$ cat src/design/nld_pkg.sv
// ----------------------------------------------------------------------------
// nld_pkg
// Shared types, codes and constants of the neighbour location derivation core.
// ----------------------------------------------------------------------------
package nld_pkg;

	// Field widths fixed by the interface
	localparam int CUR_W  = 16;
	localparam int LOC_W  = 6;
	localparam int ADDR_W = 16;
	localparam int KIND_W = 3;
	localparam int PICW_W = 9;
	localparam int CHRW_W = 5;

	// Configuration port
	localparam int APB_ADDR_W = 4;
	localparam int APB_DATA_W = 32;

	// Column remainder: bits of the address consumed per pipeline stage
	localparam int BITS_PER_STAGE = 4;
	localparam int DIV_STAGES     = CUR_W / BITS_PER_STAGE;

	// Frame size limit and default picture width limit
	localparam int MAX_FRAME_MBS = 65536;
	localparam int MAX_WIDTH_MBS = 256;

	// Register reset values
	localparam logic [PICW_W-1:0] PIC_WIDTH_RST = 9'd1;
	localparam logic [CHRW_W-1:0] CHROMA_RST    = 5'd8;

	// Register indexes
	typedef enum logic [1:0] {
		REG_PIC_WIDTH = 2'd0,
		REG_CHROMA_W  = 2'd1,
		REG_CHROMA_H  = 2'd2
	} reg_idx_t;

	// Neighbour kinds
	typedef enum logic [KIND_W-1:0] {
		KIND_CUR  = 3'd0,
		KIND_A    = 3'd1,
		KIND_B    = 3'd2,
		KIND_C    = 3'd3,
		KIND_D    = 3'd4,
		KIND_NONE = 3'd5
	} nb_kind_t;

	// One input item as it moves down the pipeline
	typedef struct packed {
		logic [CUR_W-1:0]        cur_mb_addr;
		logic signed [LOC_W-1:0] loc_x;
		logic signed [LOC_W-1:0] loc_y;
		logic                    is_luma;
	} item_t;

	// Configuration register contents
	typedef struct packed {
		logic [PICW_W-1:0] pic_width_mbs;
		logic [CHRW_W-1:0] chroma_mb_width;
		logic [CHRW_W-1:0] chroma_mb_height;
	} cfg_t;

endpackage

$ cat src/design/nld_cfg_regs.sv
// ----------------------------------------------------------------------------
// nld_cfg_regs
// APB register file; also derives the effective picture width.
// ----------------------------------------------------------------------------
module nld_cfg_regs #(
	parameter int MAX_WIDTH_MBS = nld_pkg::MAX_WIDTH_MBS,
	parameter int WIDTH_W       = $clog2(MAX_WIDTH_MBS + 1)
) (
	input  logic                              clk,
	input  logic                              arst_n,
	input  logic                              psel,
	input  logic                              penable,
	input  logic                              pwrite,
	input  logic [nld_pkg::APB_ADDR_W-1:0]    paddr,
	input  logic [nld_pkg::APB_DATA_W-1:0]    pwdata,
	output logic [nld_pkg::APB_DATA_W-1:0]    prdata,
	output logic                              pready,
	output nld_pkg::cfg_t                     cfg,
	output logic [WIDTH_W-1:0]                eff_width
);

	localparam logic [10:0] WIDTH_LIMIT = 11'(MAX_WIDTH_MBS);

	nld_pkg::cfg_t    cfg_q;
	nld_pkg::reg_idx_t idx;
	logic             wr_en;
	logic [10:0]      pic_ext;
	logic [10:0]      pic_fix;

	assign pready = 1'b1;
	assign idx    = nld_pkg::reg_idx_t'(paddr[3:2]);
	assign wr_en  = psel & penable & pwrite;
	assign cfg    = cfg_q;

	// Write registers on the access cycle
	always_ff @(posedge clk or negedge arst_n) begin
		if (!arst_n) begin
			cfg_q.pic_width_mbs    <= nld_pkg::PIC_WIDTH_RST;
			cfg_q.chroma_mb_width  <= nld_pkg::CHROMA_RST;
			cfg_q.chroma_mb_height <= nld_pkg::CHROMA_RST;
		end else if (wr_en) begin
			unique case (idx)
				nld_pkg::REG_PIC_WIDTH: cfg_q.pic_width_mbs <= pwdata[nld_pkg::PICW_W-1:0];
				nld_pkg::REG_CHROMA_W:  cfg_q.chroma_mb_width <= pwdata[nld_pkg::CHRW_W-1:0];
				nld_pkg::REG_CHROMA_H:  cfg_q.chroma_mb_height <= pwdata[nld_pkg::CHRW_W-1:0];
				default: ;
			endcase
		end
	end

	// Read back
	always_comb begin
		prdata = '0;
		unique case (idx)
			nld_pkg::REG_PIC_WIDTH: prdata = 32'(cfg_q.pic_width_mbs);
			nld_pkg::REG_CHROMA_W:  prdata = 32'(cfg_q.chroma_mb_width);
			nld_pkg::REG_CHROMA_H:  prdata = 32'(cfg_q.chroma_mb_height);
			default:                prdata = '0;
		endcase
	end

	// Zero width counts as one, clamp to the supported maximum
	always_comb begin
		pic_ext = 11'(cfg_q.pic_width_mbs);
		if (pic_ext == 11'd0)
			pic_fix = 11'd1;
		else if (pic_ext > WIDTH_LIMIT)
			pic_fix = WIDTH_LIMIT;
		else
			pic_fix = pic_ext;
		eff_width = pic_fix[WIDTH_W-1:0];
	end

endmodule

$ cat src/design/nld_div_step.sv
// ----------------------------------------------------------------------------
// nld_div_step
// Restoring remainder steps: folds a few address bits into the column
// remainder modulo the picture width.
// ----------------------------------------------------------------------------
module nld_div_step #(
	parameter int WIDTH_W = 9,
	parameter int BPS     = nld_pkg::BITS_PER_STAGE
) (
	input  logic [WIDTH_W-1:0] rem_in,
	input  logic [BPS-1:0]     bits,
	input  logic [WIDTH_W-1:0] width,
	output logic [WIDTH_W-1:0] rem_out
);

	logic [WIDTH_W:0]   trial;
	logic [WIDTH_W-1:0] rem;

	// Shift in one bit at a time, subtract width when it fits
	always_comb begin
		rem   = rem_in;
		trial = '0;
		for (int j = 0; j < BPS; j++) begin
			trial = {rem, bits[BPS-1-j]};
			if (trial >= {1'b0, width})
				trial = trial - {1'b0, width};
			rem = trial[WIDTH_W-1:0];
		end
		rem_out = rem;
	end

endmodule

$ cat src/design/nld_select.sv
// ----------------------------------------------------------------------------
// nld_select
// Neighbour availability, Table 6-3 selection, location wrap and the
// output register.
// ----------------------------------------------------------------------------
module nld_select #(
	parameter int WIDTH_W = 9
) (
	input  logic                          clk,
	input  logic                          arst_n,
	input  logic                          valid_in,
	input  nld_pkg::item_t                item,
	input  logic [WIDTH_W-1:0]            col,
	input  logic [WIDTH_W-1:0]            width,
	input  nld_pkg::cfg_t                 cfg,
	input  logic                          out_stall,
	output logic                          take,
	output logic                          out_valid,
	output logic                          nb_available,
	output logic [nld_pkg::ADDR_W-1:0]    nb_addr,
	output logic [nld_pkg::KIND_W-1:0]    nb_kind,
	output logic [3:0]                    wrapped_x,
	output logic [3:0]                    wrapped_y
);

	localparam logic [16:0] FRAME_LIMIT = 17'(nld_pkg::MAX_FRAME_MBS);

	logic [16:0]                 cur17;
	logic [16:0]                 w17;
	logic [nld_pkg::ADDR_W-1:0]  cur;
	logic [nld_pkg::ADDR_W-1:0]  w16;
	logic                        left_col, right_col;
	logic                        av_a, av_b, av_c, av_d;
	logic [3:0]                  mask_x, mask_y;
	logic                        x_neg, x_in, x_big, y_neg, y_in;
	nld_pkg::nb_kind_t           kind;
	logic                        avail;
	logic [nld_pkg::ADDR_W-1:0]  addr;

	logic                        out_valid_q;
	logic                        avail_q;
	logic [nld_pkg::ADDR_W-1:0]  addr_q;
	nld_pkg::nb_kind_t           kind_q;
	logic [3:0]                  wx_q, wy_q;

	// Neighbour addresses and availability
	always_comb begin
		cur       = item.cur_mb_addr;
		cur17     = {1'b0, cur};
		w17       = 17'(width);
		w16       = 16'(width);
		left_col  = (col == '0);
		right_col = (col == width - WIDTH_W'(1));
		av_a      = (cur != '0) && !left_col;
		av_b      = (cur17 >= w17);
		av_c      = ((cur17 + 17'd1) >= w17) && !right_col;
		av_d      = (cur17 >= (w17 + 17'd1)) && !left_col;
	end

	// Classify the location against the block size
	always_comb begin
		mask_x = (item.is_luma || cfg.chroma_mb_width[4])  ? 4'hF : 4'h7;
		mask_y = (item.is_luma || cfg.chroma_mb_height[4]) ? 4'hF : 4'h7;
		x_neg  = item.loc_x[nld_pkg::LOC_W-1];
		y_neg  = item.loc_y[nld_pkg::LOC_W-1];
		x_in   = !x_neg && (item.loc_x[4:0] <= {1'b0, mask_x});
		y_in   = !y_neg && (item.loc_y[4:0] <= {1'b0, mask_y});
		x_big  = !x_neg && !x_in;
	end

	// Pick the macroblock that covers the location
	always_comb begin
		kind  = nld_pkg::KIND_NONE;
		avail = 1'b0;
		addr  = '0;
		if (x_neg && y_neg) begin
			kind  = nld_pkg::KIND_D;
			avail = av_d;
			addr  = cur - w16 - 16'd1;
		end else if (x_neg && y_in) begin
			kind  = nld_pkg::KIND_A;
			avail = av_a;
			addr  = cur - 16'd1;
		end else if (x_in && y_neg) begin
			kind  = nld_pkg::KIND_B;
			avail = av_b;
			addr  = cur - w16;
		end else if (x_in && y_in) begin
			kind  = nld_pkg::KIND_CUR;
			avail = 1'b1;
			addr  = cur;
		end else if (x_big && y_neg) begin
			kind  = nld_pkg::KIND_C;
			avail = av_c;
			addr  = cur - w16 + 16'd1;
		end
		if (cur17 >= FRAME_LIMIT) begin
			kind  = nld_pkg::KIND_NONE;
			avail = 1'b0;
		end
		if (!avail)
			addr = '0;
	end

	// Output register: load when empty or when the item is taken
	assign take = !out_valid_q || !out_stall;

	always_ff @(posedge clk or negedge arst_n) begin
		if (!arst_n)
			out_valid_q <= 1'b0;
		else if (take)
			out_valid_q <= valid_in;
	end

	always_ff @(posedge clk) begin
		if (take && valid_in) begin
			avail_q <= avail;
			addr_q  <= addr;
			kind_q  <= kind;
			wx_q    <= item.loc_x[3:0] & mask_x;
			wy_q    <= item.loc_y[3:0] & mask_y;
		end
	end

	assign out_valid    = out_valid_q;
	assign nb_available = avail_q;
	assign nb_addr      = addr_q;
	assign nb_kind      = kind_q;
	assign wrapped_x    = wx_q;
	assign wrapped_y    = wy_q;

endmodule

$ cat src/design/neighbour_location_derivation_core.sv
// ----------------------------------------------------------------------------
// neighbour_location_derivation_core
// Neighbouring macroblock and location derivation for non-MBAFF pictures.
//
//   channel   direction  handshake            payload
//   in        input      in_valid / in_stall  cur_mb_addr loc_x loc_y is_luma
//   out       output     out_valid/out_stall  nb_available nb_addr nb_kind
//                                             wrapped_x wrapped_y
//   cfg       input      APB write/read       pic_width_mbs chroma_mb_width
//                                             chroma_mb_height
//
// One item per cycle while out_stall is low; out_valid is registered after s4.
// Four stages each fold four address bits into the column
// remainder modulo the picture width; a fifth stage selects and wraps.
// Reset clears valid bits and restores the registers; there is no clearing
// pass. A stall holds every stage that is full; empty stages keep filling.
// ----------------------------------------------------------------------------
module neighbour_location_derivation_core #(
	parameter int MAX_WIDTH_MBS = nld_pkg::MAX_WIDTH_MBS
) (
	input  logic                              clk,
	input  logic                              arst_n,
	input  logic                              psel,
	input  logic                              penable,
	input  logic                              pwrite,
	input  logic [nld_pkg::APB_ADDR_W-1:0]    paddr,
	input  logic [nld_pkg::APB_DATA_W-1:0]    pwdata,
	output logic [nld_pkg::APB_DATA_W-1:0]    prdata,
	output logic                              pready,
	input  logic                              in_valid,
	output logic                              in_stall,
	input  logic [nld_pkg::CUR_W-1:0]         cur_mb_addr,
	input  logic signed [nld_pkg::LOC_W-1:0]  loc_x,
	input  logic signed [nld_pkg::LOC_W-1:0]  loc_y,
	input  logic                              is_luma,
	output logic                              out_valid,
	input  logic                              out_stall,
	output logic                              nb_available,
	output logic [nld_pkg::ADDR_W-1:0]        nb_addr,
	output logic [nld_pkg::KIND_W-1:0]        nb_kind,
	output logic [3:0]                        wrapped_x,
	output logic [3:0]                        wrapped_y
);

	localparam int WIDTH_W = $clog2(MAX_WIDTH_MBS + 1);
	localparam int BPS     = nld_pkg::BITS_PER_STAGE;
	localparam int CW      = nld_pkg::CUR_W;

	nld_pkg::cfg_t      cfg;
	logic [WIDTH_W-1:0] width;
	nld_pkg::item_t     item_in;

	logic               valid_s1, valid_s2, valid_s3, valid_s4;
	nld_pkg::item_t     item_s1, item_s2, item_s3, item_s4;
	logic [WIDTH_W-1:0] rem_s1, rem_s2, rem_s3, rem_s4;
	logic [WIDTH_W-1:0] rem_n1, rem_n2, rem_n3, rem_n4;
	logic               en1, en2, en3, en4, en5;

	nld_cfg_regs #(
		.MAX_WIDTH_MBS (MAX_WIDTH_MBS),
		.WIDTH_W       (WIDTH_W)
	) u_cfg (
		.clk       (clk),
		.arst_n    (arst_n),
		.psel      (psel),
		.penable   (penable),
		.pwrite    (pwrite),
		.paddr     (paddr),
		.pwdata    (pwdata),
		.prdata    (prdata),
		.pready    (pready),
		.cfg       (cfg),
		.eff_width (width)
	);

	assign item_in.cur_mb_addr = cur_mb_addr;
	assign item_in.loc_x       = loc_x;
	assign item_in.loc_y       = loc_y;
	assign item_in.is_luma     = is_luma;

	// Remainder steps, most significant address bits first
	nld_div_step #(.WIDTH_W(WIDTH_W), .BPS(BPS)) u_step1 (
		.rem_in  ('0),
		.bits    (cur_mb_addr[CW-1 -: BPS]),
		.width   (width),
		.rem_out (rem_n1)
	);
	nld_div_step #(.WIDTH_W(WIDTH_W), .BPS(BPS)) u_step2 (
		.rem_in  (rem_s1),
		.bits    (item_s1.cur_mb_addr[CW-1-BPS -: BPS]),
		.width   (width),
		.rem_out (rem_n2)
	);
	nld_div_step #(.WIDTH_W(WIDTH_W), .BPS(BPS)) u_step3 (
		.rem_in  (rem_s2),
		.bits    (item_s2.cur_mb_addr[CW-1-2*BPS -: BPS]),
		.width   (width),
		.rem_out (rem_n3)
	);
	nld_div_step #(.WIDTH_W(WIDTH_W), .BPS(BPS)) u_step4 (
		.rem_in  (rem_s3),
		.bits    (item_s3.cur_mb_addr[CW-1-3*BPS -: BPS]),
		.width   (width),
		.rem_out (rem_n4)
	);

	// Advance a stage when it is empty or the next one advances
	assign en4      = !valid_s4 || en5;
	assign en3      = !valid_s3 || en4;
	assign en2      = !valid_s2 || en3;
	assign en1      = !valid_s1 || en2;
	assign in_stall = !en1;

	always_ff @(posedge clk or negedge arst_n) begin
		if (!arst_n) begin
			valid_s1 <= 1'b0;
			valid_s2 <= 1'b0;
			valid_s3 <= 1'b0;
			valid_s4 <= 1'b0;
		end else begin
			if (en1) valid_s1 <= in_valid;
			if (en2) valid_s2 <= valid_s1;
			if (en3) valid_s3 <= valid_s2;
			if (en4) valid_s4 <= valid_s3;
		end
	end

	// Payload moves with its valid bit
	always_ff @(posedge clk) begin
		if (en1 && in_valid) begin
			item_s1 <= item_in;
			rem_s1  <= rem_n1;
		end
		if (en2 && valid_s1) begin
			item_s2 <= item_s1;
			rem_s2  <= rem_n2;
		end
		if (en3 && valid_s2) begin
			item_s3 <= item_s2;
			rem_s3  <= rem_n3;
		end
		if (en4 && valid_s3) begin
			item_s4 <= item_s3;
			rem_s4  <= rem_n4;
		end
	end

	nld_select #(.WIDTH_W(WIDTH_W)) u_sel (
		.clk          (clk),
		.arst_n       (arst_n),
		.valid_in     (valid_s4),
		.item         (item_s4),
		.col          (rem_s4),
		.width        (width),
		.cfg          (cfg),
		.out_stall    (out_stall),
		.take         (en5),
		.out_valid    (out_valid),
		.nb_available (nb_available),
		.nb_addr      (nb_addr),
		.nb_kind      (nb_kind),
		.wrapped_x    (wrapped_x),
		.wrapped_y    (wrapped_y)
	);

endmodule

$ cat config.mk
export PLATFORM = sky130hd
export DESIGN_NAME = neighbour_location_derivation_core
export DESIGN_NICKNAME = d
export VERILOG_FILES = /design/src/design/nld_pkg.sv /design/src/design/nld_cfg_regs.sv /design/src/design/nld_div_step.sv /design/src/design/nld_select.sv /design/src/design/neighbour_location_derivation_core.sv
export SDC_FILE = /design/constraint.sdc
export NUM_CORES = 1
export LEC_CHECK = 0
export BUFFER_PORTS_ARGS = -buffer_cell sky130_fd_sc_hd__buf_2
export CELL_PAD_IN_SITES_DETAIL_PLACEMENT = 2
export CELL_PAD_IN_SITES_GLOBAL_PLACEMENT = 2
export CORE_AREA = 2 2 211 213
export CTS_CLUSTER_DIAMETER = 120
export DETAILED_ROUTE_END_ITERATION = 7
export DIE_AREA = 0 0 213 215
export GPL_TIMING_DRIVEN = 0
export PLACE_DENSITY_LB_ADDON = 0.25
export REMOVE_ABC_BUFFERS = 1
export SLEW_MARGIN = 20
export SYNTH_ARGS = -nofsm -noshare
export SYNTH_HDL_FRONTEND = slang
export SYNTH_SLANG_ARGS = --single-unit
$ cat constraint.sdc
create_clock -name clk -period 12.3 [get_ports clk]
set_input_delay 2.46 -clock clk [delete_from_list [all_inputs] [get_ports clk]]
set_output_delay 2.46 -clock clk [all_outputs]
set_load 0.005 [all_outputs]
==> results of run 1 <==
==> repair_timing <==
item	in CTS	in global routing
endpoints found under the setup margin	0	16
endpoints found under the hold margin	0	0
gates resized for setup	0	4
==> metal layers <==
| layer | vias to the layer above | track usage, % |
|---|---|---|
| met4 | 0 | 6.643 |
| met1 | 7205 | 31.29 |
| met2 | 244 | 46.98 |
| li1 | 6552 | - |
| met3 | 101 | 2.806 |
| met5 | - | 0 |
==> worst paths after layout <==
kind,endpoint,startpoint,cells after the start
max,rem_s4[7]$_DFFE_PP_,u_cfg.cfg[18]$_DFFE_PN0P_,36
min,item_s4[9]$_DFFE_PP_,item_s3[9]$_DFFE_PP_,0
max reg2reg,rem_s4[7]$_DFFE_PP_,u_cfg.cfg[18]$_DFFE_PN0P_,36
min reg2reg,item_s4[9]$_DFFE_PP_,item_s3[9]$_DFFE_PP_,0
max in group asynchronous,u_cfg.cfg[14]$_DFFE_PN0P_,arst_n,1
min in group asynchronous,valid_s1$_DFFE_PN0N_,arst_n,1
==> layout make-up <==
cell class / instances / area (um2)
clock buffer: 29 / 661.9
inverter: 96 / 360.3
multi-input combinational: 1390 / 10620
clock inverter: 18 / 186.4
fill: 4646 / 24370
sequential: 204 / 6010
tap: 592 / 740.7
timing repair buffer: 98 / 700.7
==> cells in the final DEF (no fill, tap or decap), drive strengths merged, types with 22 or more instances in the layout <==
cell type,netlist,routed
edfxtp,180,180
ha,177,177
a21oi,132,132
nor2,121,121
nand2,102,102
inv,95,98
buf,30,97
mux2,94,94
xnor2,88,88
o21ai,86,86
xor2,56,56
nor3,47,47
a21o,46,46
clkbuf,33,30
nand3,29,29
nand2b,29,29
nand4,28,28
mux2i,25,25
conb,2,25
nor2b,22,22
==> per-stage QoR <==
| step | instance area [um2] | utilization (%) |
|---|---|---|
| after detailed placement | 18400 | 42.15 |
| after global routing | 19270 | 44.16 |
| after global placement | 18070 | 41.42 |
| after floorplan | 16910 | - |
| final | 19270 | 44.16 |
| after CTS | 19250 | 44.10 |
==> sequential cells by signal (all words and copies together) (netlist names), 9 cells and up <==
name,flops
rem_s1,9
rem_s3,9
u_cfg.cfg,19
u_sel.nb_addr,16
rem_s4,9
item_s3,29
rem_s2,9
item_s2,29
item_s4,29
item_s1,29
==> cell families after synthesis <==
family	after synthesis	share of synthesized area (%)
fa+ha+maj	193	14.77
flops	204	35.01
buf+inv	159	4.089
mux	119	7.800
compound gates	422	16.31
other cells	2	0.04375
xor+xnor	144	7.348
simple gates	487	14.63
==> critical path, delay by kind of cell, from the launching register on <==
kind / cells / cell delay (ns)
AND/OR/NAND/NOR: 7 / 2.06
buffers and inverters: 3 / 1.45
multiplexers: 2 / 0.82
AO/OA/AOI/OAI: 20 / 4.59
adder cells (fa/ha/maj): 4 / 1.63
flip-flops: 1 / 0.66
==> results.md, run 1 <==
- Final max-slew violation count: 0
- Clk pin slew, worst setup/hold paths: 0.06 ns
- Drt first pass iters: 5
- Post-placement setup slack: 0.5400 ns
- Clk_skew: 0.02758 ns
- Most frequent cell on the critical path: a21oi_1
- Detail Route Antenna Nets: 0
- Clk root buf: clkbuf_16
- Cell Rows: 77
- Synth Instances: 1730
- Cell Area, Synth: 17160 um2
- Worst hold slack: 0.4134 ns
- Syn_area_per_cell: 9.921 um2
- Cell with the most instances after synthesis: edfxtp_1
- Worst setup SP type: register
- Maximum clock path buffer count: 3
- FF-to-FF setup slack: 0.79 ns
- CTS tree: yes
- Die width: 213 um
- Vias in the first global route: 15920
- Core area: 43640 um2
- Dominant synthesized flop cell: edfxtp_1
- Nets: 2081
- CP Class: reg -> reg
- I/O Buffers: 85
- CTS sink cnt: 204
- Initial antenna violation count: 0
- Met1 WL: 24410 um
- Starting Density: 39.33%
- Post-synth EDFFs: 180
- Post-route clock period utilization: 93.57%
- Min Clock Period, post-route: 11.51 ns
- Via count: 14100
- Vias per std cell: 5.810
- Worst EP required: 12.61 ns
- Slowest stage delay, CP: 0.94 ns
- Pin count of the biggest net entering global routing: 25
- First-pass GRT wire length: 91310 um
- Filler-free cell count of the finished design: 2427
- Die area: 45800 um2
- WL per Instance: 23.87 um
- Placer Congestion: 0.8591
- Antenna diodes: 0
- Slew headroom: 30.87%
- Met3 WL post-DR: 1634 um
- Top post-synthesis cells by area: edfxtp_1 31%, ha_1 13%, mux2_2 5.6%, xnor2_1 4.5%, a21oi_1 3.8%
- Io pins: 135
- CP Max Fanout: 14
- Grt ovf: 0
- Max Clk Rate: 86.89 MHz
- Share of the synthesized area in the top cell type: 31.49%
- Worst Setup Slack, final: 0.7910 ns
- CTS buffer count: 26
- Dpl hpwl: 44330 um
- Worst EP arrival: 11.82 ns
- CP max stage cell: clkinv_1
- RSZ-0062 raised after global routing: no
- Final Hold Viols: 0
- Worst skew pair latency: 0.59 ns
- Flop and latch count out of synthesis: 204
- Register area share after synthesis: 35.01%
- Ys Warns: 0
- Sum Neg Setup Slack: 0 ns
- Async S/R FF share, synth: 11.76%
- Total track usage: 25.51%
- Final setup viols: 0
- Leading area contributor after synthesis: edfxtp_1
- Post-Place Cells: 2379
- Slew of the pin with the lowest slew margin: 1.036 ns
- CTS Hold Bufs: 0
- Postcts setup bufs: 0
- Layout cells sized above 1: 15.75%
- Die H: 215 um
- H-Tree Depth: 1
- Distinct cell type count after synthesis: 92
- Post-synth top cells: 180 x edfxtp_1, 177 x ha_1, 129 x a21oi_1
- Met2 wire len: 30390 um
- DR iter-0 viols: 558
- Max-cap viol count: 0
- Max layer used: met4
- Area growth syn-to-layout: 12.30%
- Crit end category: register
- Status: finished, final reports clean
- Total routed wirelength: 57920 um
- # DRC: 0
- Hold Crit Class: reg -> reg
Power of run 1 is left out: the tool's default activity adds up to more than one toggle a clock period on the data nets, which glitch-free logic cannot reach.
==> run 2: changes to the inputs <==
--- a/config.mk
+++ b/config.mk
@@ -13,7 +13,7 @@
 export DETAILED_ROUTE_END_ITERATION = 7
 export DIE_AREA = 0 0 213 215
 export GPL_TIMING_DRIVEN = 0
-export PLACE_DENSITY_LB_ADDON = 0.25
+export PLACE_DENSITY = 0.86
 export REMOVE_ABC_BUFFERS = 1
 export SLEW_MARGIN = 20
 export SYNTH_ARGS = -nofsm -noshare
==> constraint.sdc (replaced) <==
create_clock -name clk -period 10.9 [get_ports clk]
set_input_delay 2.18 -clock clk [delete_from_list [all_inputs] [get_ports clk]]
set_output_delay 2.18 -clock clk [all_outputs]
set_load 0.005 [all_outputs]
==> run 2 against run 1 <==
Compared with the run above: register-to-register slack got worse by 0.72 ns; critical path depth increased by 3; clock skew is essentially flat.
==> results.md, run 2 (same netlist as run 1, synthesis figures left out) <==
- Nets: 2103
- Drt first pass iters: 7
- Pin count of the biggest net entering global routing: 29
- FF-to-FF path depth: 39
- First-pass GRT wire length: 113300 um
- CTS sink cnt: 204
- Final Hold Viols: 0
- Slew headroom: 27.66%
- Vias in the first global route: 17810
- CP max stage cell: dfrtp_1
- Worst setup SP type: register
- Most frequent cell on the critical path: a21o_1
- Worst EP arrival: 11.16 ns
- Starting Density: 39.33%
- Placer Congestion: 0.9027
- FF+latch area: 6013 um2
- CP Max Fanout: 15
- Depth of the worst hold-timing path: 0
- Initial antenna violation count: 1
- Hold Crit Class: reg -> reg
- Levels on crit path: 39
- CTS buffer count: 25
- Total routed wirelength: 77250 um
- Max-cap viol count: 0
- Core area: 43640 um2
- Clk root buf: clkbuf_16
- Slew of the pin with the lowest slew margin: 1.083 ns
- Worst hold slack: 0.4236 ns
- Fillers: 4476
- Area growth syn-to-layout: 14.26%
- Maximum clock path buffer count: 3
- WL per Instance: 31.52 um
- CTS Hold Bufs: 0
- # DRC: 0
- Most frequent cells in the layout: 180 x edfxtp_1, 177 x ha_1, 119 x nor2_1, 118 x a21oi_1, 97 x nand2_1
- FF-to-FF setup slack: 0.08 ns
- Die width: 213 um
- Post-route clock period utilization: 99.30%
- Max Clk Rate: 92.39 MHz
- Clk pin slew, worst setup/hold paths: 0.08 ns
- Dpl hpwl: 47980 um
- CP Class: reg -> reg
- Total track usage: 32.67%
- Io pins: 135
- Commonest non-fill, non-tap cell in the layout: edfxtp_1
- H-Tree Depth: 1
- CP delay by family, top: compound AO/OA/AOI/OAI gates
- Die area: 45800 um2
- Clk_skew: 0.02802 ns
- Die H: 215 um
- Worst skew pair latency: 0.59 ns
- I/O Buffers: 85
- Layout cells sized above 1: 18.31%
- Slowest stage delay, CP: 0.53 ns
- DR iter-0 viols: 1293
- Crit end category: register
- Final max-slew violation count: 0
- Grt ovf: 0
- CTS tree: yes
- Cell Rows: 77
- Vias per std cell: 6.410
- Final setup viols: 0
- Status: finished, final reports clean
- Min Clock Period, post-route: 10.82 ns
- Worst EP required: 11.24 ns
- Detail Route Antenna Nets: 0
- Multi-input logic area: 10770 um2
- Crit path buffers/inverters: 3
- Via count: 15710
[run 2: timing repair]
item                                    CTS  global route
setup buffers                            16             8
pin swaps                                 7             4
gates resized for setup                  20            30
endpoints found under the setup margin   36            36
[run 2: worst paths after layout]
check,start,end
setup / recovery,u_cfg.cfg[15]$_DFFE_PN0P_,rem_s4[1]$_DFFE_PP_
hold / removal,item_s1[1]$_DFFE_PP_,item_s2[1]$_DFFE_PP_
setup reg to reg,u_cfg.cfg[15]$_DFFE_PN0P_,rem_s4[1]$_DFFE_PP_
hold reg to reg,item_s1[1]$_DFFE_PP_,item_s2[1]$_DFFE_PP_
max in group asynchronous,arst_n,u_cfg.cfg[14]$_DFFE_PN0P_
min in group asynchronous,arst_n,u_cfg.cfg[15]$_DFFE_PN0P_
[run 2: stage by stage]
step	setup TNS, ns	std cells	utilization (%)	setup WS [ns]	instance area [um2]
after floorplan	0	1690	-	0.6798	16910
after global placement	-35.69	2367	41.42	-1.682	18070
after detailed placement	-20.95	2379	42.13	-1.063	18390
after CTS	0	2441	44.56	0.03698	19450
after global routing	-1.275	2450	44.93	-0.1105	19610
final	0	2451	44.94	0.07597	19610
[run 2: worst register-to-register path, delay by kind of cell, from the launching register on]
kind	cells	cell delay [ns]
adder cells (fa/ha/maj)	5	1.86
AND/OR/NAND/NOR	8	2.01
multiplexers	3	1.07
AO/OA/AOI/OAI	20	4.67
buffers and inverters	3	0.44
flip-flops	1	0.53
[run 2: cell type report]
type,count,share of cell area (%)
clock buffer,31,3.356
tap,592,3.777
inverter,96,1.863
sequential,204,30.66
timing repair buffer,121,4.460
clock inverter,15,0.9570
antenna,2,0.02552
multi-input combinational,1390,54.90
[run 2: per-layer routing]
layer	wire (um)	share of wire, %	track usage [%]
met5	0	0	0
met4	5462	7.1	21.61
met3	4019	5.2	4.647
met2	39570	51	58.51
met1	28200	36	35.60
Power of run 2 is left out for the same reason.
==> run 3: changes to the inputs <==
--- a/config.mk
+++ b/config.mk
@@ -8,14 +8,15 @@
 export BUFFER_PORTS_ARGS = -buffer_cell sky130_fd_sc_hd__buf_2
 export CELL_PAD_IN_SITES_DETAIL_PLACEMENT = 2
 export CELL_PAD_IN_SITES_GLOBAL_PLACEMENT = 2
-export CORE_AREA = 2 2 211 213
+export CORE_AREA = 2 2 266 268
 export CTS_CLUSTER_DIAMETER = 120
 export DETAILED_ROUTE_END_ITERATION = 7
-export DIE_AREA = 0 0 213 215
+export DIE_AREA = 0 0 268 270
 export GPL_TIMING_DRIVEN = 0
-export PLACE_DENSITY = 0.86
+export PLACE_DENSITY = 0.6
 export REMOVE_ABC_BUFFERS = 1
 export SLEW_MARGIN = 20
 export SYNTH_ARGS = -nofsm -noshare
 export SYNTH_HDL_FRONTEND = slang
 export SYNTH_SLANG_ARGS = --single-unit
+export TNS_END_PERCENT = 20
==> run 3 against run 2 <==
Compared with the run above: critical path depth did not move; register-to-register slack improved by 0.53 ns; clock skew rose by 0.028 ns; worst setup slack improved by 0.53 ns; non-clock buffer count fell by 2; final cell count rose by 14%; die area rose by 58%; core utilization fell by 16 points; first-iteration DRC count fell by 63%; count of clock-buffer cells in the layout rose by 4; critical path type unchanged.
==> results.md, run 3 (same netlist as run 1, synthesis figures left out) <==
- Worst skew pair latency: 0.61 ns
- I/O Buffers: 85
- Core area: 69540 um2
- Starting Density: 24.68%
- Die H: 270 um
- Util after Layout: 28.78%
- Final max-slew violation count: 0
- CP max stage cell: or3b_4
- CTS buffer count: 28
- Finished Cell Area: 20010 um2
- Depth of the worst hold-timing path: 0
- CTS tree: yes
- Max-cap viol count: 0
- Area growth syn-to-layout: 16.61%
- FF-to-FF path depth: 39
- Clk root buf: clkbuf_16
- Post-Place Cells: 2726
- Nets: 2104
- Detail Route Antenna Nets: 0
- Post-placement setup slack: -1.196 ns
- Total track usage: 15.75%
- Most frequent cells in the layout: 180 x edfxtp_1, 177 x ha_1, 124 x a21oi_1, 119 x nor2_1, 97 x nand2_1
- Die width: 268 um
- First-pass GRT wire length: 89530 um
- Worst Setup Slack, final: 0.6073 ns
- Status: finished, final reports clean
- Vias in the first global route: 15230
- CP Max Fanout: 15
- Clk pin slew, worst setup/hold paths: 0.06 ns
- Slew of the pin with the lowest slew margin: 1.080 ns
- Crit path buffers/inverters: 3
- Layout cells sized above 1: 17.20%
- Vias per std cell: 4.899
- Cell Rows: 97
- Drt first pass iters: 6
- H-Tree Depth: 1
- Initial antenna violation count: 3
- Io pins: 135
- Dpl hpwl: 44500 um
- Pin count of the biggest net entering global routing: 39
- Maximum clock path buffer count: 3
- CP Class: reg -> reg
- DR iter-0 viols: 474
- Crit end category: register
- Filler-free cell count of the finished design: 2803
- Placed cell areas: 18810 um2
- RSZ-0062 raised after global routing: no
- Final Hold Viols: 0
- Min Clock Period, post-route: 10.29 ns
- Clk_skew: 0.05620 ns
- Levels on crit path: 39
- Final setup viols: 0
- Via count: 13730
- Worst setup SP type: register
- Post-route clock period utilization: 94.43%
- Max Clk Rate: 97.16 MHz
- Worst EP arrival: 10.60 ns
- Worst EP required: 11.21 ns
- Slew headroom: 27.90%
- Hold Crit Class: reg -> reg
- Grt ovf: 0
- CP delay by family, top: compound AO/OA/AOI/OAI gates
- Slowest stage delay, CP: 0.52 ns
- Placer Congestion: 0.8069
- CTS sink cnt: 204
- WL per Instance: 20.49 um
- # DRC: 0
- Commonest non-fill, non-tap cell in the layout: edfxtp_1
- Die area: 72360 um2
- Total routed wirelength: 57430 um
run 3: worst paths after layout:
check | startpoint | to | slack [ns]
setup / recovery | u_cfg.cfg[16]$_DFFE_PN0P_ | rem_s4[4]$_DFFE_PP_ | 0.61
hold reg to reg | item_s2[25]$_DFFE_PP_ | item_s3[25]$_DFFE_PP_ | 0.39
setup reg to reg | u_cfg.cfg[16]$_DFFE_PN0P_ | rem_s4[4]$_DFFE_PP_ | 0.61
max in group asynchronous | arst_n | u_cfg.cfg[15]$_DFFE_PN0P_ | 8.94
hold / removal | item_s2[25]$_DFFE_PP_ | item_s3[25]$_DFFE_PP_ | 0.39
min in group asynchronous | arst_n | u_cfg.cfg[17]$_DFFE_PN0P_ | 1.57
run 3: repair_timing:
action | CTS | global route
gates resized for setup | 9 | 16
buffers inserted | 10 | 13
pin swaps | 4 | 4
setup endpoints to repair | 30 | 35
hold buffers | 0 | 0
run 3: final cells by class:
class                           instances  area (um2)
Fill cell                            7684       49530
Multi-Input combinational cell       1390       10700
Sequential cell                       204        6010
Tap cell                              940        1176
Timing Repair Buffer                  119       843.3
Clock buffer                           35       726.9
Inverter                               96       361.6
Clock inverter                         17       196.4
Antenna cell                            2       5.005
run 3: stage by stage:
stage	hold WS (ns)	TNS [ns]
after floorplan	0.4003	0
after global placement	0.4005	-49.95
after detailed placement	0.4056	-18.86
after CTS	0.3855	0
after global routing	0.3808	0
final	0.3864	0
run 3: layer usage:
layer  track usage (%)  share of wire (%)  vias to the layer above
met5                 0                  0                        -
met4             3.778                2.1                        0
met3             1.623                2.5                       55
met2             28.73                 51                      146
met1             19.67                 44                     6912
li1                  -                  -                     6618
run 3: worst reg2reg max path, delay by kind of cell, from the launching register on:
kind / cells / cell delay [ns]
AOI/OAI and AO/OA: 20 / 4.30
adders and majority gates: 5 / 1.78
and+or+nand+nor: 8 / 1.97
DFF: 1 / 0.51
muxes: 3 / 1.04
buffers and inverters: 3 / 0.43
Power of run 3 is left out for the same reason.
